## src/sv/spa_pkg.sv

```systemverilog
// Shared types and constants for the sparse polynomial adder.
`default_nettype none

package spa_pkg;

  localparam int EXP_W       = 8;
  localparam int COEF_W      = 16;
  localparam int SUM_W       = COEF_W + 1;
  localparam int TERM_W      = EXP_W + COEF_W;
  localparam int MAX_RESULTS = 32;
  localparam int RES_CNT_W   = $clog2(MAX_RESULTS + 1);

  localparam logic [1:0] OP_STORE_FIRST  = 2'd0;
  localparam logic [1:0] OP_STORE_SECOND = 2'd1;
  localparam logic [1:0] OP_RUN          = 2'd2;

  typedef enum logic {
    ST_IDLE,
    ST_MERGE
  } state_t;

  typedef struct packed {
    logic                     take_a;
    logic                     take_b;
    logic [EXP_W-1:0]         exp;
    logic signed [SUM_W-1:0]  coef;
  } cmp_res_t;

endpackage

`default_nettype wire

```

## src/sv/sparse_polynomial_add.sv

```systemverilog
// Sparse polynomial adder: term buffers, merge sequencer and output register.
// Store word: accepted while s_tready is high, which is whenever no merge runs.
// Run word: the state register enters the merge, then one result per cycle
// through the shared compare/add unit into the output register, slowed only
// by m_tready; s_tready stays low until the last result is loaded.
// Reset clears counts, drop flag and output valid; buffer RAMs are not cleared.
`default_nettype none

module sparse_polynomial_add import spa_pkg::*; #(
  parameter int TERMS_PER_POLY = 16
) (
  input  wire logic        clk,
  input  wire logic        rst,
  input  wire logic        s_tvalid,
  output logic             s_tready,
  input  wire logic [23:0] s_tdata,   // term_exponent[7:0], term_coefficient[23:8]
  input  wire logic [1:0]  s_tuser,   // op[1:0]
  output logic             m_tvalid,
  input  wire logic        m_tready,
  output logic [31:0]      m_tdata,   // out_exponent[7:0], out_coefficient[24:8], zero
  output logic             m_tlast,   // run_last
  output logic             m_tuser    // dropped_terms
);

  localparam int CW = $clog2(TERMS_PER_POLY + 1);
  localparam int AW = (TERMS_PER_POLY > 1) ? $clog2(TERMS_PER_POLY) : 1;
  localparam logic [CW-1:0] FULL = CW'(TERMS_PER_POLY);

  state_t                  state, state_next;
  logic [CW-1:0]           cnt_a, cnt_a_next;
  logic [CW-1:0]           cnt_b, cnt_b_next;
  logic [CW-1:0]           idx_a, idx_a_next;
  logic [CW-1:0]           idx_b, idx_b_next;
  logic [RES_CNT_W-1:0]    n_out, n_out_next;
  logic                    overflow, overflow_next;
  logic                    out_valid, out_valid_next;
  logic [EXP_W-1:0]        out_exp;
  logic signed [SUM_W-1:0] out_coef;
  logic                    out_last;
  logic                    out_drop;

  logic              in_acc;
  logic              out_free;
  logic              wr_a, wr_b;
  logic              load_out;
  logic              done;
  logic              has_a, has_b;
  logic [TERM_W-1:0] rd_a, rd_b;
  cmp_res_t          cmp;

  spa_ram #(.WIDTH(TERM_W), .DEPTH(TERMS_PER_POLY)) u_ram_a (
    .clk     (clk),
    .wr_en   (wr_a),
    .wr_addr (cnt_a[AW-1:0]),
    .wr_data (s_tdata[TERM_W-1:0]),
    .rd_addr (idx_a_next[AW-1:0]),
    .rd_data (rd_a)
  );

  spa_ram #(.WIDTH(TERM_W), .DEPTH(TERMS_PER_POLY)) u_ram_b (
    .clk     (clk),
    .wr_en   (wr_b),
    .wr_addr (cnt_b[AW-1:0]),
    .wr_data (s_tdata[TERM_W-1:0]),
    .rd_addr (idx_b_next[AW-1:0]),
    .rd_data (rd_b)
  );

  assign has_a = idx_a < cnt_a;
  assign has_b = idx_b < cnt_b;

  spa_cmp u_cmp (
    .a_valid (has_a),
    .a_term  (rd_a),
    .b_valid (has_b),
    .b_term  (rd_b),
    .res     (cmp)
  );

  assign s_tready = (state == ST_IDLE);
  assign in_acc   = s_tvalid && s_tready;
  assign out_free = !out_valid || m_tready;

  always_comb begin
    state_next    = state;
    cnt_a_next    = cnt_a;
    cnt_b_next    = cnt_b;
    idx_a_next    = idx_a;
    idx_b_next    = idx_b;
    n_out_next    = n_out;
    overflow_next = overflow;
    wr_a          = 1'b0;
    wr_b          = 1'b0;
    load_out      = 1'b0;
    done          = 1'b0;
    case (state)
      ST_IDLE: begin
        if (in_acc) begin
          case (s_tuser)
            OP_STORE_FIRST: begin
              if (cnt_a != FULL) begin
                wr_a       = 1'b1;
                cnt_a_next = cnt_a + CW'(1);
              end else begin
                overflow_next = 1'b1;
              end
            end
            OP_STORE_SECOND: begin
              if (cnt_b != FULL) begin
                wr_b       = 1'b1;
                cnt_b_next = cnt_b + CW'(1);
              end else begin
                overflow_next = 1'b1;
              end
            end
            OP_RUN: begin
              idx_a_next = '0;
              idx_b_next = '0;
              n_out_next = '0;
              if (cnt_a == '0 && cnt_b == '0) begin
                overflow_next = 1'b0;
              end else begin
                state_next = ST_MERGE;
              end
            end
            default: ;
          endcase
        end
      end
      ST_MERGE: begin
        if (out_free) begin
          load_out   = 1'b1;
          idx_a_next = idx_a + CW'(cmp.take_a);
          idx_b_next = idx_b + CW'(cmp.take_b);
          n_out_next = n_out + RES_CNT_W'(1);
          done = (n_out_next == RES_CNT_W'(MAX_RESULTS)) ||
                 (idx_a_next >= cnt_a && idx_b_next >= cnt_b);
          if (done) begin
            state_next    = ST_IDLE;
            cnt_a_next    = '0;
            cnt_b_next    = '0;
            overflow_next = 1'b0;
          end
        end
      end
      default: state_next = ST_IDLE;
    endcase
  end

  always_comb begin
    out_valid_next = out_valid;
    if (load_out) begin
      out_valid_next = 1'b1;
    end else if (m_tready) begin
      out_valid_next = 1'b0;
    end
  end

  always_ff @(posedge clk) begin
    if (rst) begin
      state     <= ST_IDLE;
      cnt_a     <= '0;
      cnt_b     <= '0;
      idx_a     <= '0;
      idx_b     <= '0;
      n_out     <= '0;
      overflow  <= 1'b0;
      out_valid <= 1'b0;
    end else begin
      state     <= state_next;
      cnt_a     <= cnt_a_next;
      cnt_b     <= cnt_b_next;
      idx_a     <= idx_a_next;
      idx_b     <= idx_b_next;
      n_out     <= n_out_next;
      overflow  <= overflow_next;
      out_valid <= out_valid_next;
    end
  end

  always_ff @(posedge clk) begin
    if (load_out) begin
      out_exp  <= cmp.exp;
      out_coef <= cmp.coef;
      out_last <= done;
      out_drop <= overflow;
    end
  end

  assign m_tvalid = out_valid;
  assign m_tdata  = {7'b0, out_coef, out_exp};
  assign m_tlast  = out_last;
  assign m_tuser  = out_drop;

endmodule

`default_nettype wire

```

## src/sv/spa_ram.sv

```systemverilog
// Generic single-port-write, single-port-read RAM with registered read data.
`default_nettype none

module spa_ram #(
  parameter int WIDTH = 24,
  parameter int DEPTH = 16
) (
  input  wire logic                                         clk,
  input  wire logic                                         wr_en,
  input  wire logic [((DEPTH > 1) ? $clog2(DEPTH) : 1)-1:0] wr_addr,
  input  wire logic [WIDTH-1:0]                             wr_data,
  input  wire logic [((DEPTH > 1) ? $clog2(DEPTH) : 1)-1:0] rd_addr,
  output logic [WIDTH-1:0]                                  rd_data
);

  logic [WIDTH-1:0] mem [DEPTH];

  always_ff @(posedge clk) begin
    if (wr_en) begin
      mem[wr_addr] <= wr_data;
    end
    rd_data <= mem[rd_addr];
  end

endmodule

`default_nettype wire

```

## src/sv/spa_cmp.sv

```systemverilog
// Exponent compare and coefficient add unit for one merge step.
`default_nettype none

module spa_cmp import spa_pkg::*; (
  input  wire logic              a_valid,
  input  wire logic [TERM_W-1:0] a_term,
  input  wire logic              b_valid,
  input  wire logic [TERM_W-1:0] b_term,
  output cmp_res_t               res
);

  logic [EXP_W-1:0]        a_exp;
  logic [EXP_W-1:0]        b_exp;
  logic signed [SUM_W-1:0] a_coef;
  logic signed [SUM_W-1:0] b_coef;

  assign a_exp  = a_term[EXP_W-1:0];
  assign b_exp  = b_term[EXP_W-1:0];
  assign a_coef = SUM_W'($signed(a_term[TERM_W-1:EXP_W]));
  assign b_coef = SUM_W'($signed(b_term[TERM_W-1:EXP_W]));

  always_comb begin
    res.take_a = 1'b0;
    res.take_b = 1'b1;
    res.exp    = b_exp;
    res.coef   = b_coef;
    if (a_valid && b_valid) begin
      if (a_exp == b_exp) begin
        res.take_a = 1'b1;
        res.take_b = 1'b1;
        res.exp    = a_exp;
        res.coef   = a_coef + b_coef;
      end else if (a_exp > b_exp) begin
        res.take_a = 1'b1;
        res.take_b = 1'b0;
        res.exp    = a_exp;
        res.coef   = a_coef;
      end
    end else if (a_valid) begin
      res.take_a = 1'b1;
      res.take_b = 1'b0;
      res.exp    = a_exp;
      res.coef   = a_coef;
    end
  end

endmodule

`default_nettype wire

```

## config.mk

```make
export PLATFORM = sky130hd
export DESIGN_NAME = sparse_polynomial_add
export DESIGN_NICKNAME = d
export VERILOG_FILES = /design/src/sv/spa_pkg.sv /design/src/sv/sparse_polynomial_add.sv /design/src/sv/spa_ram.sv /design/src/sv/spa_cmp.sv
export SDC_FILE = /design/constraint.sdc
export NUM_CORES = 1
export LEC_CHECK = 0
export CAP_MARGIN = 20
export CORE_UTILIZATION = 35
export CTS_CLUSTER_DIAMETER = 120
export DETAILED_ROUTE_END_ITERATION = 8
export DONT_BUFFER_PORTS = 1
export GPL_TIMING_DRIVEN = 0
export PLACE_DENSITY = 0.47
export SLEW_MARGIN = 30
export SYNTH_ARGS = -nofsm -noshare
export SYNTH_HDL_FRONTEND = slang
export SYNTH_SLANG_ARGS = --single-unit
```

## constraint.sdc

```tcl
create_clock -name clk -period 4.5 [get_ports clk]
set_input_delay 1.35 -clock clk [delete_from_list [all_inputs] [get_ports clk]]
set_output_delay 1.35 -clock clk [all_outputs]
set_load 0.01 [all_outputs]
```

==> impl_results.md <==
* CP max FO at 10
* Hold Path Origin: overflow$_SDFFE_PP0P_
* Routed wire length at 102000 um
* Placed cell count at 3744
* Largest net degree at the start of global routing at 33
* Syn Area/Cell at 15.2 um^2
* CP Capture Type: flip-flop
* Reg2reg start: cnt_b[1]$_SDFFE_PP0P_
* Seq/Total Area, Yosys at 0.715
* Fmax at 0.229 GHz
* Synth top area cells: edfxtp_1, mux2i_1, dfxtp_1
* Ys async rst share at 0
* WHS at 439 ps
* H-tree levels at 3
* DRT iter0 DRCs at 1964
* EDFF count, synth at 795
* Worst setup SP type: flip-flop
* Initial antenna violation count at 3
* Worst R2R Path Depth at 18
* Static leakage at 13.5 nW
* Reg2reg end: u_ram_a.rd_data[10]$_DFF_P_
* Min-delay worst type: reg -> reg
* Cell count after synthesis at 2334
* Final instance count without filler cells at 3926
* # IOs at 66
* RSZ-0062 raised after global routing: yes
* Fin area at 42100 um^2
* Num Clock Sinks at 872
* Row count at 116
* Vias in the first global route at 20755
* DRC errors left at 0
* Wire per inst at 26.1 um
* Core Box Area at 100000 um^2
* Cell taking the most area after synthesis: edfxtp_1
* Hold depth at 0
* Skew final at 22.7 ps
* Ys Warns at 0
* Port bufs at 0
* Maximum vdd ir drop at 305 uV
* Final TNS setup at 0 ps
* Area growth syn-to-layout at 18.5%
* Share of cells above drive strength 1 at 0.198
* Final #Nets at 2578
* Placer Congestion at 0.866
* Die span in x at 321 um
* Longest Clk Path Bufs at 3
* Yosys reg bits at 872
* Layout fillers at 9052
* Starting Density at 0.354
* GR Overflow Total at 0
* DR vias at 20623
* Worst hold path endpoint: m_tuser$_DFFE_PP_
* Yosys top cell area share at 0.672
* Status: finished clean
* CTS Hold Bufs at 0
* Reg2reg setup slack at 130 ps
* CTS tree: built
* Die height at 321 um
* First-pass GRT wire length at 148000 um
* Final hold vios at 0
* Slew at the pin closest to its max-slew limit at 741 ps
* Pwr Total at 16.8 mW
* CTS buffer count at 93
* Worst EP required at 5070 ps
* Synth cell types at 61
* Clock root buffer: clkbuf_16
* HPWL after DPL at 69700 um
* Number of routed nets with antenna violations at 0
* PD cells at 399 nW/um^2
* Die ar. at 103000 um^2
* Total Routing Usage GR at 0.199
* Routed vias/inst at 5.25
* Rel. slew slack at 0.506
* Final Cycle Share at 0.970
* CP arrival at 4940 ps
* Maxcap violations at 0
* Most frequent cell after synthesis: edfxtp_1
* Worst-Skew Late Latency at 660 ps
* Worst-path clk slew at 60 ps
* Final min period at 4370 ps
* Final Max Tran Viols at 0
* CP Class: reg -> reg
* Syn Std Cell Area at 35500 um^2
* Top_reg_cell synth: edfxtp_1
* Drt pass-1 iters at 5
* Commonest cells in the netlist: edfxtp_1, nand2_1, mux2i_1, a211oi_1, and2_1
* Final setup violation count at 0
* Placement Cell Area at 38400 um^2
## state kept, by name (all words and copies together) (netlist names), 6 cells and up
name,count
u_ram_a.mem,384
u_ram_a.rd_data,24
n_out,6
u_ram_b.rd_data,24
out_coef,17
u_ram_b.mem,384
out_exp,8
## power breakdown
group	switching, mW	internal (mW)	leakage (nW)	total [mW]
clock network	3.15	4.38	1.46	7.53
registers	0.0312	8.87	7.79	8.90
logic	0.218	0.133	4.26	0.352
total	3.40	13.4	13.5	16.8
## worst max-delay path by stage
| stage | start | to | slack [ps] |
|---|---|---|---|
| floorplan | s_tuser[1] | u_ram_b.mem[3][0]$_DFFE_PP_ | 90 |
| global placement | s_tuser[0] | u_ram_a.mem[0][13]$_DFFE_PP_ | -1920 |
| detailed placement | cnt_a[2]$_SDFFE_PP0P_ | u_ram_b.rd_data[11]$_DFF_P_ | -1660 |
| CTS | u_ram_b.rd_data[5]$_DFF_P_ | u_ram_b.rd_data[11]$_DFF_P_ | -20 |
| global route | u_ram_b.rd_data[1]$_DFF_P_ | u_ram_a.rd_data[7]$_DFF_P_ | -30 |
| finish | cnt_b[1]$_SDFFE_PP0P_ | u_ram_a.rd_data[10]$_DFF_P_ | 130 |
## logic make-up (layout without fill, tap and decap cells)
logic type / after synthesis / in the layout / share of synthesized area
AOI/OAI and AO/OA: 450 / 450 / 0.0896
xor gates and xnor gates: 17 / 17 / 0.00419
adders and majority gates: 56 / 56 / 0.0199
buffers and inverters: 171 / 398 / 0.0229
DFF: 872 / 872 / 0.715
muxes: 295 / 295 / 0.0867
other: 1 / 9 / 0.000106
and+or+nand+nor: 472 / 472 / 0.0615
## cells in the final DEF, fill, tap and decap left out, types with 15 or more instances in the layout
| master | netlist | routed |
|---|---|---|
| nor2_4 | 0 | 25 |
| buf_4 | 20 | 55 |
| ha_1 | 55 | 53 |
| clkbuf_2 | 0 | 28 |
| edfxtp_1 | 795 | 795 |
| dfxtp_1 | 77 | 76 |
| mux2_2 | 96 | 96 |
| mux2i_1 | 192 | 191 |
| a21oi_1 | 37 | 36 |
| clkbuf_1 | 67 | 48 |
| clkinv_1 | 1 | 20 |
| clkbuf_16 | 0 | 94 |
| and2_1 | 101 | 101 |
| a221o_1 | 50 | 47 |
| a211oi_2 | 0 | 15 |
| clkinv_2 | 0 | 16 |
| buf_2 | 42 | 24 |
| buf_16 | 0 | 24 |
| buf_6 | 6 | 18 |
| nand2_1 | 236 | 232 |
| nor2_1 | 64 | 39 |
| inv_1 | 33 | 30 |
| a31oi_1 | 98 | 96 |
| o21ai_0 | 32 | 30 |
| a211oi_1 | 102 | 85 |
| o22ai_1 | 54 | 27 |
| o22ai_2 | 0 | 27 |
## per-layer routing
metal	GRT usage	share of wire	wire [um]
met1	0.280	0.46	46800
met2	0.321	0.47	47800
met3	0.0261	0.054	5560
met4	0.0549	0.022	2260
met5	0	0	0
## timing repair
action | CTS | global route
gates cloned | 0 | 0
endpoints found under the setup margin | 65 | 53
buffers inserted | 8 | 5
pin swaps | 4 | 9
resized for setup | 120 | 76
## through the flow
| stage | utilization | worst slack, ps |
|---|---|---|
| global placement | 0.372 | -1920 |
| global route | 0.420 | -30.5 |
| detailed placement | 0.383 | -1660 |
| finish | 0.420 | 135 |
| floorplan | - | 89.9 |
| CTS | 0.417 | -23.6 |
## cell type report
type / count / area [um^2] / area share
sequential: 872 / 25400 / 0.603
multi-input combinational: 1297 / 9980 / 0.237
clock buffer: 118 / 2450 / 0.0582
tap: 1357 / 1700 / 0.0403
timing repair buffer: 60 / 1010 / 0.0239
buffer: 134 / 905 / 0.0215
clock inverter: 52 / 538 / 0.0128
inverter: 34 / 128 / 0.00303
antenna: 2 / 5.00 / 0.000119
## worst max-delay path, cell delays in order, from the launching register on
cell	delay, ps
dfxtp_1	410
inv_2	110
ha_1	300
a21o_1	170
a21oi_2	210
o21ai_2	140
o31ai_2	310
buf_4	250
inv_1	80
ha_1	200
nand3_1	130
xor2_2	120
o21ai_4	300
buf_4	290
buf_4	270
mux2i_1	100
mux2_2	270
o22ai_1	400
a221o_1	240
No activity file was read; power rests on OpenSTA's default activity.
